### src/acc_pkg.sv
// Shared types, codes and helpers for the alarm clock controller.
package acc_pkg;

  // Mode machine, one-hot encoded
  typedef enum logic [3:0] {
    MODE_CLOCK   = 4'b0001,
    MODE_ALARM   = 4'b0010,
    MODE_GENERAL = 4'b0100,
    MODE_RING    = 4'b1000
  } mode_e;

  // Mode codes as seen on the result beat
  localparam logic [1:0] MODE_CODE_CLOCK   = 2'd0;
  localparam logic [1:0] MODE_CODE_ALARM   = 2'd1;
  localparam logic [1:0] MODE_CODE_GENERAL = 2'd2;
  localparam logic [1:0] MODE_CODE_RING    = 2'd3;

  // Alarm setting steps
  localparam logic ASTEP_HOUR   = 1'b0;
  localparam logic ASTEP_MINUTE = 1'b1;

  // General setting steps
  localparam logic [2:0] GSTEP_HOUR   = 3'd0;
  localparam logic [2:0] GSTEP_MINUTE = 3'd1;
  localparam logic [2:0] GSTEP_FORMAT = 3'd2;
  localparam logic [2:0] GSTEP_SOURCE = 3'd3;
  localparam logic [2:0] GSTEP_DONE   = 3'd4;

  // Register indexes
  localparam logic [1:0] REG_DEBOUNCE = 2'd0;
  localparam logic [1:0] REG_PERIOD   = 2'd1;
  localparam logic [1:0] REG_ALARM_EN = 2'd2;

  // Register reset values
  localparam logic [15:0] DEBOUNCE_RST = 16'd200;
  localparam logic [19:0] PERIOD_RST   = 20'd60000;
  localparam logic        ALARM_EN_RST = 1'b1;

  // Time limits
  localparam logic [4:0] HOURS_MAX   = 5'd23;
  localparam logic [5:0] MINUTES_MAX = 6'd59;

  // State reset values
  localparam logic [4:0] ALARM_HOUR_RST   = 5'd7;
  localparam logic [5:0] ALARM_MINUTE_RST = 6'd30;
  localparam logic [4:0] CLOCK_HOUR_RST   = 5'd10;
  localparam logic [5:0] CLOCK_MINUTE_RST = 6'd0;

  typedef struct packed {
    logic        mode_button;
    logic        up_button;
    logic        down_button;
    logic        set_button;
    logic [31:0] now_ms;
    logic        ext_time_valid;
    logic [4:0]  ext_hour;
    logic [5:0]  ext_minute;
  } in_item_t;

  typedef struct packed {
    logic [1:0] mode;
    logic       alarm_step;
    logic [2:0] general_step;
    logic [4:0] alarm_hour_out;
    logic [5:0] alarm_minute_out;
    logic [4:0] clock_hour_out;
    logic [5:0] clock_minute_out;
    logic       format_24h_out;
    logic       external_time_out;
    logic       alarm_fired;
  } out_item_t;

  typedef struct packed {
    logic [15:0] debounce_ms;
    logic [19:0] minute_period_ms;
    logic        alarm_enable;
  } cfg_t;

  function automatic logic [1:0] mode_code(mode_e m);
    logic [1:0] c;
    case (m)
      MODE_CLOCK:   c = MODE_CODE_CLOCK;
      MODE_ALARM:   c = MODE_CODE_ALARM;
      MODE_GENERAL: c = MODE_CODE_GENERAL;
      MODE_RING:    c = MODE_CODE_RING;
      default:      c = MODE_CODE_CLOCK;
    endcase
    return c;
  endfunction

  function automatic logic [4:0] hour_step(logic [4:0] v, logic up, logic dn);
    logic [4:0] r;
    r = v;
    if (up) begin
      r = (v == HOURS_MAX) ? 5'd0 : v + 5'd1;
    end else if (dn) begin
      r = (v == 5'd0) ? HOURS_MAX : v - 5'd1;
    end
    return r;
  endfunction

  function automatic logic [5:0] minute_step(logic [5:0] v, logic up, logic dn);
    logic [5:0] r;
    r = v;
    if (up) begin
      r = (v == MINUTES_MAX) ? 6'd0 : v + 6'd1;
    end else if (dn) begin
      r = (v == 6'd0) ? MINUTES_MAX : v - 6'd1;
    end
    return r;
  endfunction

endpackage

### src/alarm_clock_controller_top.sv
// Top level: stream ports, input and result registers, APB register file.
// An input beat passes the input register, then the result register, to m_axis.
// Throughput: 1 beat per cycle unless m_axis stalls; the controller state
// updates in one pass between the input register and the result register.
// A stalled result register holds the item in the input register; no bubbles.
// Reset (rst_ni low, asynchronous) restores valid flags, config and state.
module alarm_clock_controller_top import acc_pkg::*; (
  input  logic        clk_i,
  input  logic        rst_ni,
  // Input stream
  input  logic        s_axis_tvalid,
  output logic        s_axis_tready,
  // tdata: mode_button[0], up_button[1], down_button[2], set_button[3],
  //        now_ms[35:4], ext_time_valid[36], ext_hour[41:37], ext_minute[47:42]
  input  logic [47:0] s_axis_tdata,
  // Result stream
  output logic        m_axis_tvalid,
  input  logic        m_axis_tready,
  // tdata: mode[1:0], alarm_step[2], general_step[5:3], alarm_hour_out[10:6],
  //        alarm_minute_out[16:11], clock_hour_out[21:17],
  //        clock_minute_out[27:22], format_24h_out[28], external_time_out[29],
  //        alarm_fired[30], zero[31]
  output logic [31:0] m_axis_tdata,
  // Configuration port
  input  logic        psel,
  input  logic        penable,
  input  logic        pwrite,
  input  logic [3:0]  paddr,
  input  logic [31:0] pwdata,
  output logic [31:0] prdata,
  output logic        pready
);

  logic      in_vld_q;
  in_item_t  in_item_q;
  logic      out_vld_q;
  out_item_t out_item_q;
  logic      advance;
  cfg_t      cfg_q;
  out_item_t result;
  logic [1:0] reg_idx;

  // Handshake: the item in the input register moves when the result slot frees
  assign advance       = in_vld_q & (~out_vld_q | m_axis_tready);
  assign s_axis_tready = ~in_vld_q | advance;

  // Input register
  always_ff @(posedge clk_i or negedge rst_ni) begin
    if (!rst_ni) begin
      in_vld_q <= 1'b0;
    end else if (s_axis_tready) begin
      in_vld_q <= s_axis_tvalid;
    end
  end

  always_ff @(posedge clk_i) begin
    if (s_axis_tvalid && s_axis_tready) begin
      in_item_q.mode_button    <= s_axis_tdata[0];
      in_item_q.up_button      <= s_axis_tdata[1];
      in_item_q.down_button    <= s_axis_tdata[2];
      in_item_q.set_button     <= s_axis_tdata[3];
      in_item_q.now_ms         <= s_axis_tdata[35:4];
      in_item_q.ext_time_valid <= s_axis_tdata[36];
      in_item_q.ext_hour       <= s_axis_tdata[41:37];
      in_item_q.ext_minute     <= s_axis_tdata[47:42];
    end
  end

  acc_core u_core (
    .clk_i    (clk_i),
    .rst_ni   (rst_ni),
    .step_i   (advance),
    .item_i   (in_item_q),
    .cfg_i    (cfg_q),
    .result_o (result)
  );

  // Result register
  always_ff @(posedge clk_i or negedge rst_ni) begin
    if (!rst_ni) begin
      out_vld_q <= 1'b0;
    end else if (advance) begin
      out_vld_q <= 1'b1;
    end else if (m_axis_tready) begin
      out_vld_q <= 1'b0;
    end
  end

  always_ff @(posedge clk_i) begin
    if (advance) begin
      out_item_q <= result;
    end
  end

  assign m_axis_tvalid = out_vld_q;
  assign m_axis_tdata  = {1'b0,
                          out_item_q.alarm_fired,
                          out_item_q.external_time_out,
                          out_item_q.format_24h_out,
                          out_item_q.clock_minute_out,
                          out_item_q.clock_hour_out,
                          out_item_q.alarm_minute_out,
                          out_item_q.alarm_hour_out,
                          out_item_q.general_step,
                          out_item_q.alarm_step,
                          out_item_q.mode};

  // Configuration registers
  assign reg_idx = paddr[3:2];
  assign pready  = 1'b1;

  always_ff @(posedge clk_i or negedge rst_ni) begin
    if (!rst_ni) begin
      cfg_q.debounce_ms      <= DEBOUNCE_RST;
      cfg_q.minute_period_ms <= PERIOD_RST;
      cfg_q.alarm_enable     <= ALARM_EN_RST;
    end else if (psel && penable && pwrite && pready) begin
      case (reg_idx)
        REG_DEBOUNCE: cfg_q.debounce_ms      <= pwdata[15:0];
        REG_PERIOD:   cfg_q.minute_period_ms <= pwdata[19:0];
        REG_ALARM_EN: cfg_q.alarm_enable     <= pwdata[0];
        default: ;
      endcase
    end
  end

  // Register readback
  always_comb begin
    case (reg_idx)
      REG_DEBOUNCE: prdata = {16'd0, cfg_q.debounce_ms};
      REG_PERIOD:   prdata = {12'd0, cfg_q.minute_period_ms};
      REG_ALARM_EN: prdata = {31'd0, cfg_q.alarm_enable};
      default:      prdata = 32'd0;
    endcase
  end

endmodule

### src/acc_core.sv
// Controller state and the single-pass update for one registered item.
module acc_core import acc_pkg::*; (
  input  logic      clk_i,
  input  logic      rst_ni,
  input  logic      step_i,
  input  in_item_t  item_i,
  input  cfg_t      cfg_i,
  output out_item_t result_o
);

  mode_e       mode_q, mode_d;
  logic        astep_q, astep_d;
  logic [2:0]  gstep_q, gstep_d;
  logic [4:0]  ahour_q, ahour_d;
  logic [5:0]  amin_q, amin_d;
  logic [4:0]  chour_q, chour_d;
  logic [5:0]  cmin_q, cmin_d;
  logic        fmt_q, fmt_d;
  logic        ext_q, ext_d;
  logic        latch_q, latch_d;
  logic [31:0] press_q, press_d;
  logic [31:0] tick_q, tick_d;
  logic        fired;

  // Next-state logic: debounce, mode machine, time base, alarm check
  always_comb begin
    logic       any_btn;
    logic       press;
    logic       done;
    logic       up;
    logic       dn;
    logic       have;
    logic [4:0] cmp_h;
    logic [5:0] cmp_m;

    mode_d  = mode_q;
    astep_d = astep_q;
    gstep_d = gstep_q;
    ahour_d = ahour_q;
    amin_d  = amin_q;
    chour_d = chour_q;
    cmin_d  = cmin_q;
    fmt_d   = fmt_q;
    ext_d   = ext_q;
    latch_d = latch_q;
    press_d = press_q;
    tick_d  = tick_q;
    fired   = 1'b0;
    done    = 1'b0;
    press   = 1'b0;
    up      = item_i.up_button;
    dn      = item_i.down_button & ~item_i.up_button;

    any_btn = item_i.mode_button | item_i.up_button | item_i.down_button | item_i.set_button;

    // Debounce: timestamp clears while released
    if (!any_btn) begin
      press_d = 32'd0;
    end else if ((item_i.now_ms - press_q) >= {16'd0, cfg_i.debounce_ms}) begin
      press_d = item_i.now_ms;
      press   = 1'b1;
    end

    if (press) begin
      if (mode_d == MODE_RING) begin
        mode_d = MODE_CLOCK;
        done   = 1'b1;
      end else if (mode_d == MODE_CLOCK) begin
        if (item_i.mode_button) begin
          mode_d  = MODE_ALARM;
          astep_d = ASTEP_HOUR;
        end else if (item_i.down_button) begin
          mode_d  = MODE_GENERAL;
          gstep_d = GSTEP_HOUR;
        end
      end else if (item_i.mode_button) begin
        mode_d = MODE_CLOCK;
        done   = 1'b1;
      end

      // The same press is then handled by the (possibly new) mode
      if (!done && mode_d == MODE_ALARM) begin
        if (astep_d == ASTEP_HOUR) begin
          ahour_d = hour_step(ahour_q, up, dn);
        end else begin
          amin_d = minute_step(amin_q, up, dn);
        end
        if (item_i.set_button) begin
          if (astep_d == ASTEP_HOUR) begin
            astep_d = ASTEP_MINUTE;
          end else begin
            mode_d = MODE_CLOCK;
          end
        end
      end else if (!done && mode_d == MODE_GENERAL) begin
        case (gstep_d)
          GSTEP_HOUR: begin
            chour_d = hour_step(chour_q, up, dn);
            if (item_i.set_button) gstep_d = GSTEP_MINUTE;
          end
          GSTEP_MINUTE: begin
            cmin_d = minute_step(cmin_q, up, dn);
            if (item_i.set_button) gstep_d = GSTEP_FORMAT;
          end
          GSTEP_FORMAT: begin
            if (item_i.up_button | item_i.down_button) fmt_d = ~fmt_q;
            if (item_i.set_button) gstep_d = GSTEP_SOURCE;
          end
          GSTEP_SOURCE: begin
            if (item_i.up_button | item_i.down_button) ext_d = ~ext_q;
            if (item_i.set_button) begin
              gstep_d = GSTEP_DONE;
              mode_d  = MODE_CLOCK;
            end
          end
          default: ;
        endcase
      end
    end

    // Manual time base, one minute per period
    if (mode_d == MODE_CLOCK && !ext_d) begin
      if ((item_i.now_ms - tick_q) >= {12'd0, cfg_i.minute_period_ms}) begin
        tick_d = item_i.now_ms;
        if (cmin_d == MINUTES_MAX) begin
          cmin_d  = 6'd0;
          chour_d = (chour_d == HOURS_MAX) ? 5'd0 : chour_d + 5'd1;
        end else begin
          cmin_d = cmin_d + 6'd1;
        end
      end
    end

    // Alarm compare, fires once per matching minute
    have  = ext_d ? item_i.ext_time_valid : 1'b1;
    cmp_h = ext_d ? item_i.ext_hour : chour_d;
    cmp_m = ext_d ? item_i.ext_minute : cmin_d;
    if (mode_d == MODE_CLOCK && cfg_i.alarm_enable && have) begin
      if (cmp_h == ahour_d && cmp_m == amin_d && !latch_q) begin
        mode_d  = MODE_RING;
        latch_d = 1'b1;
        fired   = 1'b1;
      end else if (cmp_m != amin_d) begin
        latch_d = 1'b0;
      end
    end
  end

  // State registers, updated once per processed item
  always_ff @(posedge clk_i or negedge rst_ni) begin
    if (!rst_ni) begin
      mode_q  <= MODE_CLOCK;
      astep_q <= ASTEP_HOUR;
      gstep_q <= GSTEP_HOUR;
      ahour_q <= ALARM_HOUR_RST;
      amin_q  <= ALARM_MINUTE_RST;
      chour_q <= CLOCK_HOUR_RST;
      cmin_q  <= CLOCK_MINUTE_RST;
      fmt_q   <= 1'b1;
      ext_q   <= 1'b1;
      latch_q <= 1'b0;
      press_q <= 32'd0;
      tick_q  <= 32'd0;
    end else if (step_i) begin
      mode_q  <= mode_d;
      astep_q <= astep_d;
      gstep_q <= gstep_d;
      ahour_q <= ahour_d;
      amin_q  <= amin_d;
      chour_q <= chour_d;
      cmin_q  <= cmin_d;
      fmt_q   <= fmt_d;
      ext_q   <= ext_d;
      latch_q <= latch_d;
      press_q <= press_d;
      tick_q  <= tick_d;
    end
  end

  // Result beat reflects the updated state
  always_comb begin
    result_o.mode              = mode_code(mode_d);
    result_o.alarm_step        = astep_d;
    result_o.general_step      = gstep_d;
    result_o.alarm_hour_out    = ahour_d;
    result_o.alarm_minute_out  = amin_d;
    result_o.clock_hour_out    = chour_d;
    result_o.clock_minute_out  = cmin_d;
    result_o.format_24h_out    = fmt_d;
    result_o.external_time_out = ext_d;
    result_o.alarm_fired       = fired;
  end

endmodule
### config.mk
export PLATFORM = sky130hd
export DESIGN_NAME = alarm_clock_controller_top
export DESIGN_NICKNAME = d
export VERILOG_FILES = /design/src/acc_pkg.sv /design/src/alarm_clock_controller_top.sv /design/src/acc_core.sv
export SDC_FILE = /design/constraint.sdc
export NUM_CORES = 1
export LEC_CHECK = 0
export ABC_AREA = 1
export BUFFER_PORTS_ARGS = -buffer_cell sky130_fd_sc_hd__buf_4
export CAP_MARGIN = 20
export CORE_ASPECT_RATIO = 1.1
export CORE_MARGIN = 2
export CORE_UTILIZATION = 40
export DETAILED_ROUTE_END_ITERATION = 8
export REMOVE_ABC_BUFFERS = 1
export SYNTH_ARGS = -nofsm -noshare
export SYNTH_HDL_FRONTEND = slang
export SYNTH_SLANG_ARGS = --single-unit
### constraint.sdc
create_clock -name clk_i -period 8.7 [get_ports clk_i]
set_input_delay 1.305 -clock clk_i [delete_from_list [all_inputs] [get_ports clk_i]]
set_output_delay 1.305 -clock clk_i [all_outputs]
set_load 0.05 [all_outputs]
* Word level (Yosys, flattened, before mapping)
Cells that the tools add are included.
** Storage, ports and cells
- Output and inout bits :: 67
- Logic and storage cells :: 212
- Register bits :: 215
- Bits of input ports :: 91
** Cells by class
- Eq/ne operators :: 23
- Muxes and demuxes :: 100
- Order comparisons :: 2
- Add/sub/neg operators :: 12
- Bitwise operators :: 13
- Reduce and logical (&&, ||, !) cells :: 27
** Operators by type and width (count)
- $mux W6 :: 19
- $mux W5 :: 20
- $mux W32 :: 2
- $sub A32 B32 Y32 :: 2
- $mux W4 :: 15
- $pmux W20 S3 :: 1
- $mux W3 :: 12
- $ge A32 B16 Y1 :: 1
- $ge A32 B20 Y1 :: 1
- $mux W1 :: 29
- $add A6 B1 Y6 const B :: 3
- $eq A6 B6 Y1 const B :: 3
- $add A5 B1 Y5 const B :: 3
- $eq A5 B5 Y1 const B :: 3
- $logic_not A6 Y1 :: 2
- $pmux W3 S4 :: 1
- $sub A6 B1 Y6 const B :: 2
- $logic_and A1 B1 Y1 :: 10
- $logic_not A5 Y1 :: 2
- $sub A5 B1 Y5 const B :: 2
- $eq A4 B1 Y1 const B :: 2
- $eq A4 B2 Y1 const B :: 2
- $eq A4 B3 Y1 const B :: 2
- $eq A4 B4 Y1 const B :: 2
- 18 further kinds :: 36

* Depth between registers and ports, before layout
Gate-level depths: netlist of the first run.
- Depth after elaboration :: 23
- Mapped depth :: 45
- Depth with buffers taken out :: 44

* By module
A second synthesis of the first run with hierarchy kept.
** Second synthesis, totals
- Cells, all modules :: 2458
- Area, all modules :: 16867.4 sq um
** By module, submodules not included
- acc_core :: area an instance 12539.5 sq um, cells each 2123, times used 1, seq. area each 2442.3 sq um
- alarm_clock_controller_top :: area an instance 4327.9 sq um, cells each 335, times used 1, seq. area each 3362.0 sq um

* Worst setup path after synthesis of the first run
OpenSTA, ideal clock, no wires.
- Path type :: register -> register
- From :: reg in_item_q[14] (netlist bit)
- To :: reg out_item_q, in the netlist m_axis_tdata[0], data pin
- Library setup time :: 0.252 ns
- Cell stages (with the launch flop) :: 42
- Slack :: 4.080 ns
- Clock period less this slack :: 4.620 ns
- Path buffers :: 3
- Required time :: 8.448 ns
- Arrival time :: 4.368 ns
- Cells stage by stage :: edfxtp_1 > ha_1 > buf_4 > a21oi_2 > nand2_1 > nand2_1 > nand2_1 > nand2_1 > nand2_1 > xor2_1 > ha_1 > a21oi_1 > o21ai_0 > a21oi_1 > nand3_1 > nor2_2 > nand2_1 > nor2_4 > [6 not listed] > inv_1 > ha_1 > nand3_1 > nor2_2 > nand2_4 > clkinv_2 > nand2_4 > nand3_2 > nand2_1 > nand2_1 > nand2_1 > nand2_1 > nor2_2 > nand3_2 > nor2_4 > nor2_2 > nand2_1 > nand2_1
** RTL lines
- start: declaration :: RTL line alarm_clock_controller_top.sv:35 : in_item_t in_item_q;
- end signal: assignment :: RTL line alarm_clock_controller_top.sv:91 : out_item_q <= result;
- end: declaration :: RTL line alarm_clock_controller_top.sv:37 : out_item_t out_item_q;

==> results by stage, run 1 <==
Critical path:
- The arrival time of data at the critical path endpoint is around 6.6 ns.
- Along the worst path, the maximum fanout reaches 24.
- The nature of the critical path endpoint is a flop.
- The category of the most critical setup path is reg -> reg.
- For this design, the slowest cell found on the critical path is edfxtp_1.
- The data required time at the worst endpoint is around 9.0 ns.
- On the worst path, the slowest cell contributes a delay of around 0.47 ns.
- The launching element type of the critical path is a flop.
- Counting stages on the worst path, the most repeated cell is nand2_1.

STA:
- The max-slew headroom at the worst pin is between 30 and 40%.
- The tightest hold path in the finished design has a slack of between 0.4 and 0.5 ns.
- The upper clock frequency limit is 160 MHz.
- After layout, the minimum clock period comes to 6.25 ns.
- The post-layout worst setup margin is about 2.4 ns.
- For the pin with the worst max-slew slack, the measured transition is between 0.9 and 1 ns.
- The max-slew violation total from the final report is 0.
- The total negative slack is 0 ns.
- The hold violation total from the final report is 0.
- The clock skew is about 0.012 ns.
- Setup violations remaining at the end of the flow were counted as 0.
- The worst path uses 71.9% of the clock period.
- Setup repair after global routing left no endpoint under its margin.

Synthesis:
- For this run, the leading register cell type out of synthesis is dfrtp_1.
- In this run, synthesis produced a sequential element count of 215.
- The async set or reset register ratio after synthesis is 63.3%.
- The Yosys step of the flow raised 0 warnings.
- The gate count after technology mapping is roughly 2.3k.
- The biggest area contributor in the post-synthesis netlist is dfrtp_1.
- The synthesized netlist occupies a cell area of between 0.015 and 0.02 sq mm.
- The share of the synthesized area in the top cell type is between 10% and 20%.
- By area the synthesized netlist is led by dfrtp_1, edfxtp_1, nand2_1.
- The number of distinct library cells after synthesis is 62.
- The average footprint of a synthesized cell is 7.13 sq um.
- Sequential cells were found to cover around 36% of the synthesized design area.
- The number of enable flip-flop cells after synthesis is slightly below 80.

Routing:
- Using the TritonRoute via totals, the vias-per-cell ratio works out to 5.07.
- The detailed-router iteration count before antenna repair is 5.
- The number of DRC violations after detailed routing is 0.
- Once detail routing completed, the nets flagged for antenna violations numbered 0.
- The DRC marker count from the first detailed-route iteration is ~950.
- Dividing the detail-routed wire length by the instance count gives between 15 and 20 um.
- The final wirelength is around 47 mm.
- The total number of vias is between 10k and 15k.

Global route:
- Global routing consumed, over all layers together, between 20% and 30% of the routing resources.
- The wire length of the first global-routing pass is 74.3 mm.
- Entering global routing, the biggest net connects slightly above 80 pins.
- The number of global-route vias before repair is ~14k.
- The remaining global-route overflow is 0.
- The number of antenna violations at the first check in global routing was 0.

Floorplan:
- The horizontal die dimension is between 150 and 200 um.
- During I/O placement, the number of pins put on the boundary was 158.
- The die covers roughly 0.042 sq mm.
- Once the floorplan was initialized, standard cells occupied between 40 and 50% of the core.
- The die span in y is between 200 and 250 um.
- The total area inside the core boundary comes to about 0.040 sq mm.
- The floorplan has 77 rows.

Clock tree:
- The post-cts hold buffer count is 0.
- The maximum level of the CTS H-tree is 1.
- The total of cells resized after clock tree synthesis is 0.
- The total clock sinks is between 200 and 250.
- TritonCTS built the clock tree.
- In this run the clock root is driven by a clkbuf_16.
- Clock latency on the worst-skew pair, taken at its later pin, is about 0.55 ns.
- The clock transition at the registers of the reported paths is 0.06 ns.
- The longest clock path from root to sink contains 3 buffers.
- The number of buffers added by the clock tree synthesis step is 26.
- The post-CTS setup-driven buffer insertion count is 0.

Pwr:
- IR analysis of the VDD net gives a maximum drop of between 0.00015 and 0.0002 V.
- For this design the static power due to leakage is around 9.4 nW.
- For this design the ratio of total power to cell area is 329 mW/mm^2.

Finish:
- The area growth from synthesis to final layout is 14.5%.
- Leaving out fill and tap cells, the most frequent cells in the layout are nand2_1, inv_1, o21ai_0.
- The total inserted antenna cells is 0.
- The total of fill cells in the finished design is slightly above 4k.
- Summing all flip-flop and latch instances after layout gives between 0.005 and 0.006 sq mm.
- The layout net count is about 2.6k.
- Leaving out fill and tap cells, the most frequent cell in the layout is nand2_1.
- The area of the multi-input gates is roughly 0.0085 sq mm.
- The fraction of final layout cells sized beyond drive strength 1 is between 10 and 15%.

Hold path:
- The worst hold path belongs to the class reg -> reg.

Run:
- Max-cap violations in this run came to 0.

Placement:
- Detailed placement finished with a half-perimeter wire length of roughly 37 mm.
- The routability-driven placement congestion ratio is 0.930.
- Input and output buffers added on the ports amount to 129.
- The setup slack at placement is ~2.5 ns.

Run status:
- The run finished with clean final reports.
[through the flow]
step,cell area [sq um],total power [mW],std cells,util (%)
final,18500,6.07,2917,46.2
after CTS,18500,6.10,2917,46.2
after global placement,17600,4.87,2869,43.9
after floorplan,15800,4.01,2214,-
after detailed placement,17600,4.93,2869,43.9
after global routing,18500,6.62,2917,46.2
[synthesized netlist by cell type (3+ instances only)]
master	number
nor4_1	6
nand2_2	19
o22ai_1	50
o21bai_1	6
nor3_1	22
nor2_2	17
buf_2	5
ha_1	108
xor2_1	46
nor2_1	157
nand4_1	24
nand3_1	115
nor3_2	6
inv_1	394
and3_1	3
a21oi_1	94
o21a_1	5
dfstp_2	23
edfxtp_1	79
buf_4	15
nand2_4	6
nand2_1	618
nand3_2	7
a21o_1	6
o21ai_0	176
xnor2_1	8
dfrtp_1	113
a31oi_1	6
or2_2	6
clkinv_1	5
o21ai_1	10
o211ai_1	3
nor2_4	8
nand3b_1	7
inv_2	17
clkbuf_1	34
[final timing paths]
| kind | from | to | slack (ns) | depth (start not counted) |
|---|---|---|---|---|
| setup / recovery | in_item_q[18] | m_axis_tdata[0] | 2.45 | 35 |
| hold / removal | u_core.fmt_q | u_core.fmt_q | 0.48 | 2 |
| setup reg to reg | in_item_q[18] | m_axis_tdata[0] | 2.45 | 35 |
| hold reg to reg | u_core.fmt_q | u_core.fmt_q | 0.48 | 2 |
| max in group asynchronous | rst_ni | u_core.tick_q[20] | 6.60 | 2 |
| min in group asynchronous | rst_ni | u_core.gstep_q[0] | 0.82 | 1 |
[critical path: cells and delay by family (launching register included)]
family | cells | cell delay (ns)
AND/OR/NAND/NOR | 27 | 3.34
adder cells (fa/ha/maj) | 3 | 0.97
AO/OA/AOI/OAI | 3 | 0.64
flip-flops | 1 | 0.47
XOR/XNOR | 1 | 0.33
buffers and inverters | 1 | 0.23
[cell families (layout without fill, tap and decap cells)]
family                   after synthesis  after routing  synth area share, %
AO/OA/AOI/OAI                        373            373                 12.7
XOR/XNOR                              54             54                 2.93
adder cells (fa/ha/maj)              110            110                 8.63
buffers and inverters                477            608                 11.7
flip-flops                           215            215                 36.0
other                                  2             14               0.0466
AND/OR/NAND/NOR                     1030           1030                 28.0
[final cells by class]
class	instances	share of cell area (%)
Clock buffer	38	3.99
Clock inverter	10	0.847
Inverter	418	8.51
Multi-Input combinational cell	1581	45.9
Sequential cell	215	31.4
Tap cell	513	3.48
Timing Repair Buffer	142	5.80
[power breakdown]
part	internal [mW]	total (mW)	switching, mW
Combinational	1.13	3.36	2.23
Clock	0.705	1.14	0.440
Sequential	1.37	1.57	0.195
Total	3.21	6.07	2.86
[registers in the layout (all words and copies together) (netlist names)]
signal          count
m_axis_tdata       31
u_core.astep_q      1
u_core.ext_q        1
u_core.mode_q       4
in_item_q          48
u_core.cmin_q       6
in_vld_q            1
u_core.ahour_q      5
u_core.chour_q      5
u_core.fmt_q        1
cfg_q              37
u_core.press_q     32
u_core.amin_q       6
u_core.latch_q      1
u_core.gstep_q      3
u_core.tick_q      32
m_axis_tvalid       1
[routing by layer]
| layer | track usage (%) | part of all wire, % |
|---|---|---|
| met1 | 28.0 | 43 |
| met2 | 39.8 | 49 |
| met3 | 2.09 | 4.3 |
| met4 | 8.40 | 3.6 |
| met5 | 0 | 0 |
Power figures use the tool's default switching activity.
==> run 2, diff against run 1 <==
clock period = 6.3 ns   (was 8.7 ns; I/O delays follow)
==> results by stage, run 2 (synthesis results as in run 1) <==
Run status:
- The flow ran to the end, and the final reports show no timing, DRC or antenna violations.

Finish:
- Counting the fill cells in the layout gives just over 4k.
- The library cells used most frequently in the layout, excluding fill and tap cells, are nand2_1, inv_1, o21ai_0.
- The cell area after layout is between 0.015 and 0.02 sq mm.
- The storage element area is between 0.005 and 0.006 sq mm.
- The library cell used most frequently in the layout, excluding fill and tap cells, is nand2_1.
- The area of the multi-input gates is between 0.008 and 0.009 sq mm.
- The number of standard cells in the final layout excluding fillers is 2919.
- The register with the most flip-flops in the layout has 48 of them.
- The total inserted antenna cells is 0.
- From synthesis to final layout, the design area changed by 14.2%.
- The largest registers in the layout are in_item_q: 48 flops, cfg_q: 37 flops.
- The net count of the finished layout is roughly 2.6k.
- Counting flops per register, the top entry is in_item_q.
- The fraction of final layout cells sized beyond drive strength 1 is around an eighth.

STA:
- Setup violations remaining at the end of the flow were counted as 0.
- In the post-route analysis, the smallest setup slack over all paths is about 0.56 ns.
- The ratio of final minimum period to clock period is between 90% and 100%.
- For the final routed database, the setup TNS stands at 0 ns.
- Setup repair after global routing left no endpoint under its margin.
- Clock skew on the completed layout was measured at between 0.02 and 0.025 ns.
- Static timing analysis puts the maximum clock frequency at about 170 MHz.
- The minimum period implied by the final worst setup slack is about 5.7 ns.
- The max-slew violation total from the final report came to 0.
- At the pin with the least slew margin, the transition time is around 0.95 ns.
- The hold violation total from the final report is 0.
- The max-slew headroom at the worst pin is 36.4%.

Clock tree:
- The number of setup buffers added after CTS is 0.
- In this run the number of H-tree levels came out at 1.
- The insertion delay of the later-clocked pin in the worst-skew pair is about 0.55 ns.
- Counting the buffers created by CTS gives 25.
- No sink is reached through more buffers than the 3 on the longest clock path.
- The CTS tree is done.
- The total clock sinks is around 220.
- The post-cts hold buffer count is 0.
- The root buffer cell is clkbuf_16.
- After clock tree synthesis, the repair step resized 0 gates.
- The clock transition at the registers of the reported paths is 0.06 ns.

Global route:
- The number of antenna violations at the first check in global routing was 0.
- The pin count of the biggest net entering global routing is 85.
- The met3 global-route usage is 1.81%.
- The first global-routing pass estimated 73.3 mm of wire.
- Global routing consumed, over all layers together, ~22% of the routing resources.
- The met1 global-route usage is about 28%.
- The number of global-route vias before repair was roughly 14k.
- The remaining global-route overflow is 0.
- The met2 usage is between 30% and 40%.
- After global routing, the most crowded layer is met2.

Critical path:
- For the worst setup path, the data arrival time is between 6 and 7 ns.
- On the worst path, the slowest cell contributes a delay of about 0.42 ns.
- The cell repeated most along the worst path is nand2_1.
- The critical path in this run is classified as reg -> reg.
- The launching element type of the critical path is a flop.
- The slowest stage of the critical path belongs to the cell fa_1.
- STA puts the critical path data required time at roughly 6.6 ns.
- STA classifies the critical path endpoint as a flop.
- Along the worst path, the maximum fanout reaches 23.

Pwr:
- The peak ir drop on the vdd network is 0.000238 V.
- The final total power is 8.29 mW.
- For this design the static power due to leakage is ~9.4 nW.
- The power per standard cell area is 450 mW/mm^2.

Floorplan:
- The number of I/O pins is between 150 and 200.
- The horizontal die dimension is approximately 200 um.
- In this run the standard cell core region covers between 0.03 and 0.04 sq mm.
- The starting utilization of the core area is ~40%.
- The die covers ~0.042 sq mm.
- The die is 215 um tall.
- The number of standard-cell rows in the floorplan is a little under 80.

Placement:
- The half-perimeter wire length after detailed placement is ~37 mm.
- The total cell area at the placement stage is about 0.018 sq mm.
- The number of I/O port buffers is 129.
- The routability-driven placement congestion ratio is 0.903.
- Prior to clock tree synthesis, the placed netlist has a worst setup slack of slightly above 0.6 ns.
- The placed cell count is about 2.9k.

Routing:
- The count of nets left with antenna violations once routing finished came out at 0.
- Dividing the detail-routed wire length by the instance count gives about 16 um.
- Wires add up to ~46 mm.
- The total number of vias is about 15k.
- The number of DRC violations after detailed routing is 0.
- The number of vias per cell after detailed routing is slightly above 5.
- For this run, the detailed router's first-pass iteration total came to 7.
- For this block, the initial DRC count from the detailed router was about 860.

Hold path:
- The path class of the tightest hold or removal check is in -> async.

Run:
- The number of max-cap violations is 0.
run 2: cell types whose count changed in the layout (fill, tap and decap cells not counted), sizes merged:
| cell | previous run | this run |
|---|---|---|
| inv | 412 | 413 |
| bufinv | 4 | 3 |
| clkinv | 10 | 16 |
| buf | 142 | 146 |
| clkbuf | 38 | 32 |
| clkinvlp | 2 | 0 |
run 2: through the flow:
stage	hold WS, ns	util (%)
floorplan	0.442	-
global placement	0.462	44.0
detailed placement	0.473	44.0
CTS	0.486	46.1
global route	0.500	46.1
finish	0.464	46.1
run 2: routing by layer:
metal / wire [um] / vias to the layer above / part of all wire, %
li1: - / 7494 / -
met2: 22700 / 312 / 49
met1: 20500 / 6851 / 44
met4: 1580 / 0 / 3.4
met3: 1610 / 92 / 3.5
met5: 0 / - / 0
run 2: critical path: cells and delay by family, from the launching register on:
family | cells | cell delay [ns]
AO/OA/AOI/OAI | 1 | 0.08
flip-flops | 1 | 0.32
buffers and inverters | 4 | 0.56
XOR/XNOR | 1 | 0.23
AND/OR/NAND/NOR | 32 | 3.11
adder cells (fa/ha/maj) | 4 | 1.16
run 2: worst paths after layout:
kind	startpoint	endpoint	slack, ns	depth (start not counted)
worst max-delay path	in_item_q[12]	m_axis_tdata[0]	0.56	42
worst max register to register	in_item_q[12]	m_axis_tdata[0]	0.56	42
min in group clk_i	u_core.tick_q[11]	u_core.tick_q[11]	0.48	2
max in group asynchronous	rst_ni	u_core.tick_q[28]	4.50	2
worst min register to register	u_core.tick_q[11]	u_core.tick_q[11]	0.48	2
worst min-delay path	rst_ni	u_core.gstep_q[0]	0.46	1
run 2: area by class of cell:
type	count	share of cell area [%]
Multi-Input combinational cell	1581	46.0
Clock inverter	14	0.870
Inverter	418	8.53
Tap cell	513	3.49
Sequential cell	215	31.5
Timing Repair Buffer	146	5.97
Clock buffer	32	3.59
run 2: where the power goes:
part	total (mW)	switching [mW]	internal, mW
clock network	1.47	0.599	0.869
logic	4.66	3.08	1.58
registers	2.16	0.268	1.89
total	8.29	3.94	4.34
